## config.mk

```make
export PLATFORM = sky130hd
export DESIGN_NAME = rgb_to_hsl_converter_core
export DESIGN_NICKNAME = d
export VERILOG_FILES = /design/src/rthc_pkg.sv /design/src/rthc_prep.sv /design/src/rthc_cell.sv /design/src/rgb_to_hsl_converter_core.sv
export SDC_FILE = /design/constraint.sdc
export NUM_CORES = 2
export LEC_CHECK = 0
export BUFFER_PORTS_ARGS = -buffer_cell sky130_fd_sc_hd__buf_2
export CAP_MARGIN = 15
export CELL_PAD_IN_SITES_DETAIL_PLACEMENT = 1
export CELL_PAD_IN_SITES_GLOBAL_PLACEMENT = 2
export CORE_ASPECT_RATIO = 1.25
export CORE_UTILIZATION = 25
export DETAILED_ROUTE_END_ITERATION = 16
export PLACE_DENSITY_LB_ADDON = 0.15
export SYNTH_ARGS = -nofsm -noshare
export SYNTH_HDL_FRONTEND = slang
export SYNTH_HIERARCHICAL = 1
export SYNTH_SLANG_ARGS = --single-unit
```

## constraint.sdc

```tcl
create_clock -name clk -period 8.05 [get_ports clk]
set_input_delay 0.805 -clock clk [delete_from_list [all_inputs] [get_ports clk]]
set_output_delay 0.805 -clock clk [all_outputs]
set_load 0.02 [all_outputs]
```

## src/rthc_pkg.sv

```systemverilog
// Shared types and constants for the RGB to HSL converter.
// No dependencies; imported by every module of the block.
`default_nettype none

package rthc_pkg;

  // Fixed output field widths
  localparam int HUE_W = 16;
  localparam int SAT_W = 13;

  // Quotient bits per divide; one divider cell per bit
  localparam int QUO_BITS = 13;

  // Saturation is Q1.12
  localparam int SAT_FRAC = 12;

  // 3840 = 2^12 - 2^8 (1/64-degree units per 60-degree sextant)
  localparam int HUE_SH_HI = 12;
  localparam int HUE_SH_LO = 8;

  typedef logic signed [HUE_W-1:0] hue_t;
  typedef logic [QUO_BITS-1:0]     quo_t;

  // Hue offsets per max component, with the -3840 bias of the divider folded in
  localparam hue_t HUE_BASE_RED   = -16'sd3840;
  localparam hue_t HUE_BASE_GREEN = 16'sd3840;
  localparam hue_t HUE_BASE_BLUE  = 16'sd11520;

endpackage

`default_nettype wire

```

## src/rthc_prep.sv

```systemverilog
// Front end of the converter: max/min, lightness, divider operands and hue offset.
// Two registered stages with valid/ready; depends on rthc_pkg.
`default_nettype none

module rthc_prep
  import rthc_pkg::*;
#(
  parameter int CB    = 8,
  parameter int NUM_W = 21
) (
  input  wire logic             clk,
  input  wire logic             rst_n,
  input  wire logic             in_valid,
  output logic                  in_ready,
  input  wire logic [CB-1:0]    in_red,
  input  wire logic [CB-1:0]    in_green,
  input  wire logic [CB-1:0]    in_blue,
  output logic                  out_valid,
  input  wire logic             out_ready,
  output logic [NUM_W-1:0]      out_hue_rem,
  output logic [NUM_W-1:0]      out_hue_dsh,
  output logic [NUM_W-1:0]      out_sat_rem,
  output logic [NUM_W-1:0]      out_sat_dsh,
  output hue_t                  out_hue_base,
  output logic [CB:0]           out_light
);

  // ---- stage 1: max, min, hue branch ----
  logic [CB-1:0] mx_c, mn_c, x_c, y_c;
  hue_t          base_c;

  logic          s1_valid_r, s1_valid_nxt;
  logic [CB-1:0] s1_mx_r, s1_mn_r, s1_x_r, s1_y_r;
  hue_t          s1_base_r;
  logic          s1_ready;

  always_comb begin
    mx_c = in_red;
    mn_c = in_red;
    if (in_green > mx_c) mx_c = in_green;
    if (in_blue > mx_c) mx_c = in_blue;
    if (in_green < mn_c) mn_c = in_green;
    if (in_blue < mn_c) mn_c = in_blue;
    // numerator is x - y, offset per branch
    if (mx_c == in_red && mx_c != in_green) begin
      x_c    = in_green;
      y_c    = in_blue;
      base_c = HUE_BASE_RED;
    end else if (mx_c == in_green && mx_c != in_blue) begin
      x_c    = in_blue;
      y_c    = in_red;
      base_c = HUE_BASE_GREEN;
    end else begin
      x_c    = in_red;
      y_c    = in_green;
      base_c = HUE_BASE_BLUE;
    end
  end

  logic s2_valid_r, s2_valid_nxt;

  assign s1_ready     = !s2_valid_r || out_ready;
  assign in_ready     = !s1_valid_r || s1_ready;
  assign s1_valid_nxt = in_ready ? in_valid : s1_valid_r;

  always_ff @(posedge clk) begin
    if (!rst_n) begin
      s1_valid_r <= 1'b0;
    end else begin
      s1_valid_r <= s1_valid_nxt;
    end
  end

  always_ff @(posedge clk) begin
    if (in_valid && in_ready) begin
      s1_mx_r   <= mx_c;
      s1_mn_r   <= mn_c;
      s1_x_r    <= x_c;
      s1_y_r    <= y_c;
      s1_base_r <= base_c;
    end
  end

  // ---- stage 2: delta, sum, saturation divisor, divider operands ----
  logic [CB-1:0]    delta_c;
  logic [CB:0]      sum_c, den_c, fd_c;
  logic [NUM_W-1:0] fd_w, hue_num_c, hue_dsh_c, sat_num_c, sat_dsh_c;
  hue_t             base2_c;

  localparam logic [CB:0] FULL    = {1'b0, {CB{1'b1}}};
  localparam logic [CB:0] TWOFULL = {{CB{1'b1}}, 1'b0};

  always_comb begin
    delta_c = s1_mx_r - s1_mn_r;
    sum_c   = {1'b0, s1_mx_r} + {1'b0, s1_mn_r};
    den_c   = (sum_c <= FULL) ? sum_c : (TWOFULL - sum_c);
    // x - y + delta lies in [0, 2*delta]
    fd_c    = {1'b0, s1_x_r} + {1'b0, delta_c} - {1'b0, s1_y_r};
    fd_w    = NUM_W'(fd_c);
    if (delta_c == '0) begin
      // grey: hue 0, saturation 0
      hue_num_c = '0;
      hue_dsh_c = NUM_W'(1) << (QUO_BITS - 1);
      sat_num_c = '0;
      sat_dsh_c = NUM_W'(1) << (QUO_BITS - 1);
      base2_c   = '0;
    end else begin
      hue_num_c = (fd_w << HUE_SH_HI) - (fd_w << HUE_SH_LO);
      hue_dsh_c = NUM_W'(delta_c) << (QUO_BITS - 1);
      sat_num_c = NUM_W'(delta_c) << SAT_FRAC;
      sat_dsh_c = NUM_W'(den_c) << (QUO_BITS - 1);
      base2_c   = s1_base_r;
    end
  end

  assign s2_valid_nxt = s1_ready ? s1_valid_r : s2_valid_r;

  always_ff @(posedge clk) begin
    if (!rst_n) begin
      s2_valid_r <= 1'b0;
    end else begin
      s2_valid_r <= s2_valid_nxt;
    end
  end

  always_ff @(posedge clk) begin
    if (s1_valid_r && s1_ready) begin
      out_hue_rem  <= hue_num_c;
      out_hue_dsh  <= hue_dsh_c;
      out_sat_rem  <= sat_num_c;
      out_sat_dsh  <= sat_dsh_c;
      out_hue_base <= base2_c;
      out_light    <= sum_c;
    end
  end

  assign out_valid = s2_valid_r;

endmodule

`default_nettype wire

```

## src/rthc_cell.sv

```systemverilog
// One restoring-divide step for the hue and saturation quotients, one bit per cell.
// Registered stage with valid/ready; depends on rthc_pkg.
`default_nettype none

module rthc_cell
  import rthc_pkg::*;
#(
  parameter int NUM_W   = 21,
  parameter int LIGHT_W = 9
) (
  input  wire logic               clk,
  input  wire logic               rst_n,
  input  wire logic               in_valid,
  output logic                    in_ready,
  input  wire logic [NUM_W-1:0]   in_hue_rem,
  input  wire logic [NUM_W-1:0]   in_hue_dsh,
  input  wire quo_t               in_hue_quo,
  input  wire logic [NUM_W-1:0]   in_sat_rem,
  input  wire logic [NUM_W-1:0]   in_sat_dsh,
  input  wire quo_t               in_sat_quo,
  input  wire hue_t               in_hue_base,
  input  wire logic [LIGHT_W-1:0] in_light,
  output logic                    out_valid,
  input  wire logic               out_ready,
  output logic [NUM_W-1:0]        out_hue_rem,
  output logic [NUM_W-1:0]        out_hue_dsh,
  output quo_t                    out_hue_quo,
  output logic [NUM_W-1:0]        out_sat_rem,
  output logic [NUM_W-1:0]        out_sat_dsh,
  output quo_t                    out_sat_quo,
  output hue_t                    out_hue_base,
  output logic [LIGHT_W-1:0]      out_light
);

  logic valid_r, valid_nxt;
  logic hue_ge, sat_ge;

  // compare against the shifted divisor, subtract when it fits
  assign hue_ge = (in_hue_rem >= in_hue_dsh);
  assign sat_ge = (in_sat_rem >= in_sat_dsh);

  assign in_ready  = !valid_r || out_ready;
  assign valid_nxt = in_ready ? in_valid : valid_r;

  always_ff @(posedge clk) begin
    if (!rst_n) begin
      valid_r <= 1'b0;
    end else begin
      valid_r <= valid_nxt;
    end
  end

  always_ff @(posedge clk) begin
    if (in_valid && in_ready) begin
      out_hue_rem  <= hue_ge ? (in_hue_rem - in_hue_dsh) : in_hue_rem;
      out_hue_dsh  <= in_hue_dsh >> 1;
      out_hue_quo  <= {in_hue_quo[QUO_BITS-2:0], hue_ge};
      out_sat_rem  <= sat_ge ? (in_sat_rem - in_sat_dsh) : in_sat_rem;
      out_sat_dsh  <= in_sat_dsh >> 1;
      out_sat_quo  <= {in_sat_quo[QUO_BITS-2:0], sat_ge};
      out_hue_base <= in_hue_base;
      out_light    <= in_light;
    end
  end

  assign out_valid = valid_r;

endmodule

`default_nettype wire

```

## src/rgb_to_hsl_converter_core.sv

```systemverilog
// RGB to HSL converter, top level: front end, divider cell chain, output register.
// Depends on rthc_pkg, rthc_prep and rthc_cell.
//
// Usage:
//   Input channel in_valid/in_ready carries one pixel per beat (in_red, in_green,
//   in_blue, COMPONENT_BITS each). Output channel out_valid/out_ready carries one
//   beat per pixel: out_hue (signed 1/64 degree, -3840..19199, not wrapped),
//   out_saturation (Q1.12, 4096 = one) and out_lightness (max + min).
//   An input beat passes through 2 front-end stages, 13 divider cells (one
//   quotient bit each, hue and saturation in parallel) and the output register.
//   Throughput is one pixel per cycle while the receiver keeps out_ready high.
//   Every stage has its own valid bit and takes a new beat whenever it is empty
//   or its successor moves, so while the receiver stalls the chain keeps filling
//   its bubbles and in_ready stays high until all 16 stages hold a pixel.
//   Results come out in input order. Reset clears all valid bits; no pixel is
//   in flight afterwards and nothing else needs clearing.
`default_nettype none

module rgb_to_hsl_converter_core
  import rthc_pkg::*;
#(
  parameter int COMPONENT_BITS = 8
) (
  input  wire logic                      clk,
  input  wire logic                      rst_n,
  input  wire logic                      in_valid,
  output logic                           in_ready,
  input  wire logic [COMPONENT_BITS-1:0] in_red,
  input  wire logic [COMPONENT_BITS-1:0] in_green,
  input  wire logic [COMPONENT_BITS-1:0] in_blue,
  output logic                           out_valid,
  input  wire logic                      out_ready,
  output logic signed [HUE_W-1:0]        out_hue,
  output logic [SAT_W-1:0]               out_saturation,
  output logic [COMPONENT_BITS:0]        out_lightness
);

  localparam int NUM_W   = COMPONENT_BITS + QUO_BITS;
  localparam int LIGHT_W = COMPONENT_BITS + 1;

  // chain taps: index 0 is the front end, index k+1 the output of cell k
  logic               ch_valid [QUO_BITS+1];
  logic               ch_ready [QUO_BITS+1];
  logic [NUM_W-1:0]   ch_hue_rem [QUO_BITS+1];
  logic [NUM_W-1:0]   ch_hue_dsh [QUO_BITS+1];
  quo_t               ch_hue_quo [QUO_BITS+1];
  logic [NUM_W-1:0]   ch_sat_rem [QUO_BITS+1];
  logic [NUM_W-1:0]   ch_sat_dsh [QUO_BITS+1];
  quo_t               ch_sat_quo [QUO_BITS+1];
  hue_t               ch_hue_base [QUO_BITS+1];
  logic [LIGHT_W-1:0] ch_light [QUO_BITS+1];

  // front end
  rthc_prep #(
    .CB    (COMPONENT_BITS),
    .NUM_W (NUM_W)
  ) u_prep (
    .clk          (clk),
    .rst_n        (rst_n),
    .in_valid     (in_valid),
    .in_ready     (in_ready),
    .in_red       (in_red),
    .in_green     (in_green),
    .in_blue      (in_blue),
    .out_valid    (ch_valid[0]),
    .out_ready    (ch_ready[0]),
    .out_hue_rem  (ch_hue_rem[0]),
    .out_hue_dsh  (ch_hue_dsh[0]),
    .out_sat_rem  (ch_sat_rem[0]),
    .out_sat_dsh  (ch_sat_dsh[0]),
    .out_hue_base (ch_hue_base[0]),
    .out_light    (ch_light[0])
  );

  // quotients start empty
  assign ch_hue_quo[0] = '0;
  assign ch_sat_quo[0] = '0;

  // divider cell chain, MSB of the quotient first
  for (genvar k = 0; k < QUO_BITS; k++) begin : g_cell
    rthc_cell #(
      .NUM_W   (NUM_W),
      .LIGHT_W (LIGHT_W)
    ) u_cell (
      .clk          (clk),
      .rst_n        (rst_n),
      .in_valid     (ch_valid[k]),
      .in_ready     (ch_ready[k]),
      .in_hue_rem   (ch_hue_rem[k]),
      .in_hue_dsh   (ch_hue_dsh[k]),
      .in_hue_quo   (ch_hue_quo[k]),
      .in_sat_rem   (ch_sat_rem[k]),
      .in_sat_dsh   (ch_sat_dsh[k]),
      .in_sat_quo   (ch_sat_quo[k]),
      .in_hue_base  (ch_hue_base[k]),
      .in_light     (ch_light[k]),
      .out_valid    (ch_valid[k+1]),
      .out_ready    (ch_ready[k+1]),
      .out_hue_rem  (ch_hue_rem[k+1]),
      .out_hue_dsh  (ch_hue_dsh[k+1]),
      .out_hue_quo  (ch_hue_quo[k+1]),
      .out_sat_rem  (ch_sat_rem[k+1]),
      .out_sat_dsh  (ch_sat_dsh[k+1]),
      .out_sat_quo  (ch_sat_quo[k+1]),
      .out_hue_base (ch_hue_base[k+1]),
      .out_light    (ch_light[k+1])
    );
  end

  // output register: hue = offset + quotient
  logic out_valid_r, out_valid_nxt;
  hue_t hue_nxt;

  assign ch_ready[QUO_BITS] = !out_valid_r || out_ready;
  assign out_valid_nxt      = ch_ready[QUO_BITS] ? ch_valid[QUO_BITS] : out_valid_r;
  assign hue_nxt            = ch_hue_base[QUO_BITS]
                            + hue_t'({{(HUE_W-QUO_BITS){1'b0}}, ch_hue_quo[QUO_BITS]});

  always_ff @(posedge clk) begin
    if (!rst_n) begin
      out_valid_r <= 1'b0;
    end else begin
      out_valid_r <= out_valid_nxt;
    end
  end

  always_ff @(posedge clk) begin
    if (ch_valid[QUO_BITS] && ch_ready[QUO_BITS]) begin
      out_hue        <= hue_nxt;
      out_saturation <= SAT_W'(ch_sat_quo[QUO_BITS]);
      out_lightness  <= ch_light[QUO_BITS];
    end
  end

  assign out_valid = out_valid_r;

endmodule

`default_nettype wire

```

# Word level (Yosys, flattened, before mapping)
# Cells that the tools add are included.
# W data, S select, Z words.
# totals
regBits,1570
inputBits,28
output_inout_bits,40
word_cells,284
# classes
addsub,31
magnitude_cmp,31
n_eq_ne,4
n_mux,34
reduce_logical,51
# ops
operator,n
$mux W21,24
$mux W8,8
$sub A21 B17 Y21,3
$ge A21 B10 Y1,2
$ge A21 B11 Y1,2
$ge A21 B12 Y1,2
$ge A21 B13 Y1,2
$ge A21 B14 Y1,2
$ge A21 B15 Y1,2
$ge A21 B16 Y1,2
$ge A21 B17 Y1,2
$ge A21 B18 Y1,2
$ge A21 B19 Y1,2
$ge A21 B20 Y1,2
$ge A21 B21 Y1,2
$ge A21 B9 Y1,2
$sub A21 B10 Y21,2
$sub A21 B11 Y21,2
$sub A21 B12 Y21,2
$sub A21 B13 Y21,2
$sub A21 B14 Y21,2
$sub A21 B15 Y21,2
$sub A21 B16 Y21,2
$sub A21 B18 Y21,2
other kinds (19),74

# Depth between registers and ports, before layout
# logic_depth
ltp_word,18
ltp_mapped,24
ltp_nobuf,24

# By module
# The synthesis kept the hierarchy.
# by_module_without_submodules
mod,n_inst,cells_per_inst,area_each_um2,seq_area_each_um2
rthc_cell (g_cell[4].u_cell ...),6,546,6794.0,4013.8
rthc_cell (g_cell[12].u_cell ...),3,605,7310.8,4013.8
rthc_cell (g_cell[0].u_cell ...),2,570,6984.2,4013.8
rthc_cell (g_cell[11].u_cell),1,593,7025.5,4013.8
rthc_cell (g_cell[3].u_cell),1,548,6991.7,4013.8
rthc_prep,1,699,6837.8,2442.3
rgb_to_hsl_converter_core,1,140,1900.6,1161.1

# Worst setup path before layout
# No wires, ideal clock.
# synth_path
path_kind,input port to flip-flop
from,in out_ready
to,reg g_cell[0].u_cell.out_hue_base[0] (enable)
setup_time_ns,0.508
arrival_ns,5.464
required_ns,7.542
setup_slack_ns,2.078
path_stages,15
path_cell_list,nand2b_1 -> nand2b_1 -> nand2b_1 -> nand2b_1 -> nand2b_1 -> nand2b_1 -> nand2b_1 -> nand2b_1 -> nand2b_1 -> nand2b_1 -> nand2b_1 -> nand2b_1 -> nand2b_1 -> nand2b_1 -> and2_1
# synth_rtl
item,line_no,text
"start, declared",rgb_to_hsl_converter_core.sv:32,"input wire logic out_ready,"
"end signal, assigned",rthc_cell.sv:61,out_hue_base <= in_hue_base;
"end, declared",rthc_cell.sv:31,"output hue_t out_hue_base,"

==> flow_metrics.env <==
export IMPL_io_pin_count=68
export IMPL_post_route_period_util_pct=67.9
export IMPL_cap_violations=0
export IMPL_root_buffer="clkbuf_16"
export IMPL_syn_inst=7690
export IMPL_crit_arrival_ns=4.66
export IMPL_relSlewSlack_pct=24.9
export IMPL_fin_util_pct=28.4
export IMPL_r2r_start="u_prep/s1_mx_r[1]"
export IMPL_hold_class="in2reg"
export IMPL_internal_power_mw=16.5
export IMPL_dr_total_vias=57000
export IMPL_fill_cells=39400
export IMPL_worstSkewPairLatency_ns=0.86
export IMPL_numPortBuffers=67
export IMPL_cts_setup_buffers=0
export IMPL_cts_resized=0
export IMPL_core_area_sq_um=359000
export IMPL_htree_levels=4
export IMPL_end_kind="output pin"
export IMPL_syn_area_sq_um=90300
export IMPL_clock_sinks=1625
export IMPL_dr_pass1_iters=5
export IMPL_dp_hpwl_microns=203000
export IMPL_clkPwrFrac_pct=39.3
export IMPL_ir_worst_vdd_v=0.000219
export IMPL_start_util_pct=25.1
export IMPL_report_final_slew_viol_count=0
export IMPL_grt_overflow=0
export IMPL_wirelength_microns=252000
export IMPL_min_from="out_ready"
export IMPL_drc=0
export IMPL_track_usage_pct=13.7
export IMPL_fin_tns_setup_ns=0
export IMPL_row_count=246
export IMPL_die_area_sq_um=364000
export IMPL_switchingPower_mw=6.04
export IMPL_routed_via_density=4.51
export IMPL_cp_start_kind="flip-flop"
export IMPL_worst_slew_pin_slew_ns=1.12
export IMPL_hold_slack_ns=0.272
export IMPL_worstSetupPathType="reg2out"
export IMPL_finClkSkew_ns=0.0670
export IMPL_status="finished clean"
export IMPL_nets=8451
export IMPL_pre_cts_slack_ns=2.03
export IMPL_worstPathRequired_ns=7.24
export IMPL_grt_pass1_vias=62300
export IMPL_layout_setup_ws_ns=2.59
export IMPL_antenna_found_initial=3
export IMPL_hold_violations=0
export IMPL_period_needed_ns=5.46
export IMPL_fmax_mhz=183
export IMPL_sw_frac_of_total_pct=26.8
export IMPL_cts_hold_buf=0
export IMPL_ant_nets=0
export IMPL_die_w_microns=540
export IMPL_clock_path_buffers=4
export IMPL_combPwrFrac_pct=17.5
export IMPL_cts_tree="yes"
export IMPL_yosys_warnings=6
export IMPL_grt_pass1_wl_microns=383000
export IMPL_p_per_area_nw_per_um2=222
export IMPL_setup_worst_path_start="out_valid"
export IMPL_syn2layout_area_growth_pct=12.7
export IMPL_avgSynthCellArea_sq_um=11.7
export IMPL_total_power_mw=22.6
export IMPL_multiInputGateArea_sq_um=37000
export IMPL_drive_gt1_share_pct=10.6
export IMPL_pwr_share_seq_pct=43.2
export IMPL_wl_per_cell_microns=20.0
export IMPL_grt_max_degree=122
export IMPL_rsz0062_at_grt="no"
export IMPL_cellLeakagePower_nw=38.3
export IMPL_setup_viol=0
export IMPL_cp_max_fo=4
export IMPL_path_clk_slew_ns=0.06
export IMPL_first_iter_violations=1904
export IMPL_globalplace_congestion=0.841
export IMPL_die_height_microns=674
export IMPL_seqCellArea_sq_um=48600
export IMPL_cts_inserted_buffers=191
## per-stage QoR
stage | std cells | instance area [sq um]
4_1_cts | 12600 | 102000
3_5_place_dp | 12300 | 95400
6_report | 12600 | 102000
3_3_place_gp | 12300 | 95400
5_1_grt | 12600 | 102000
2_1_floorplan | 7755 | 90600
## flip-flops by register name (all words and copies together) (netlist names), 16 cells and up
register                    flops
g_cell.u_cell/out_hue_base    208
g_cell.u_cell/out_hue_rem     252
g_cell.u_cell/out_sat_rem     252
g_cell.u_cell/out_sat_dsh     240
g_cell.u_cell/out_hue_dsh     240
out_hue                        16
g_cell.u_cell/out_hue_quo      91
g_cell.u_cell/out_light       117
g_cell.u_cell/out_sat_quo      91
## final timing paths
path	end	slack [ns]	cells past startpoint
max	in_ready	2.59	17
min	out_valid	0.27	3
max reg2reg	u_prep/out_hue_rem[20]	2.78	20
min reg2reg	g_cell[4].u_cell/out_light[2]	0.36	0
## power by group through the flow
stage               combinational, mW  sequential (mW)  clock [mW]
floorplan                        3.11             9.82           0
global placement                 3.89             9.96           0
detailed placement               3.97             9.95           0
CTS                              3.98             9.78        9.24
global route                     4.47             9.77        9.48
finish                           3.96             9.76        8.86
## critical path, cell delays in order (launching register included)
cell and delay, ns:
dfxtp_1 0.32, nand2b_1 0.08, nand2b_1 0.17, nand2b_1 0.18
nand2b_1 0.18, nand2b_1 0.18, nand2b_1 0.18, nand2b_1 0.18
nand2b_1 0.18, nand2b_1 0.18, nand2b_1 0.18, nand2b_1 0.18
nand2b_1 0.19, nand2b_1 0.21, nand2b_1 0.30, nor2b_1 0.48
nand2_1 0.21, buf_2 0.22
## cell usage in the layout, fill, tap and decap left out, drive strengths merged, types with 35 or more instances in the layout
| cell | count |
|---|---|
| and3 | 64 |
| a21o | 188 |
| nand2b | 84 |
| ha | 613 |
| a21boi | 44 |
| and2 | 57 |
| mux2 | 263 |
| xnor2 | 262 |
| o31ai | 55 |
| nand4 | 81 |
| clkinv | 73 |
| o21bai | 41 |
| buf | 111 |
| edfxtp | 1609 |
| o21a | 104 |
| fa | 35 |
| a31oi | 64 |
| a21oi | 496 |
| o211ai | 48 |
| inv | 841 |
| o21ai | 506 |
| mux2i | 60 |
| nor2b | 79 |
| conb | 78 |
| nand3 | 129 |
| nand2 | 569 |
| xor2 | 167 |
| clkbuf | 217 |
| nor3 | 76 |
| nor2 | 331 |
| a211oi | 49 |
## layer usage
layer  share of wire [%]  track usage [%]  vias to the layer above  wire, microns
met5                   0                0                        -              0
met4                 5.0             6.49                        0          12700
met3                 2.0             1.46                      387           5040
met2                  55             27.4                      580         139000
met1                  38             13.9                    27800          95600
li1                    -                -                    28200              -
## area by class of cell
cell class / instances / share of cell area, %
sequential: 1625 / 47.8
multi-input combinational: 5012 / 36.3
tap: 4712 / 5.79
clock buffer: 215 / 4.82
inverter: 832 / 3.08
clock inverter: 127 / 1.40
timing repair buffer: 113 / 0.801
antenna: 4 / 0.00983
Note: power is estimated with default switching activity, not from simulation.
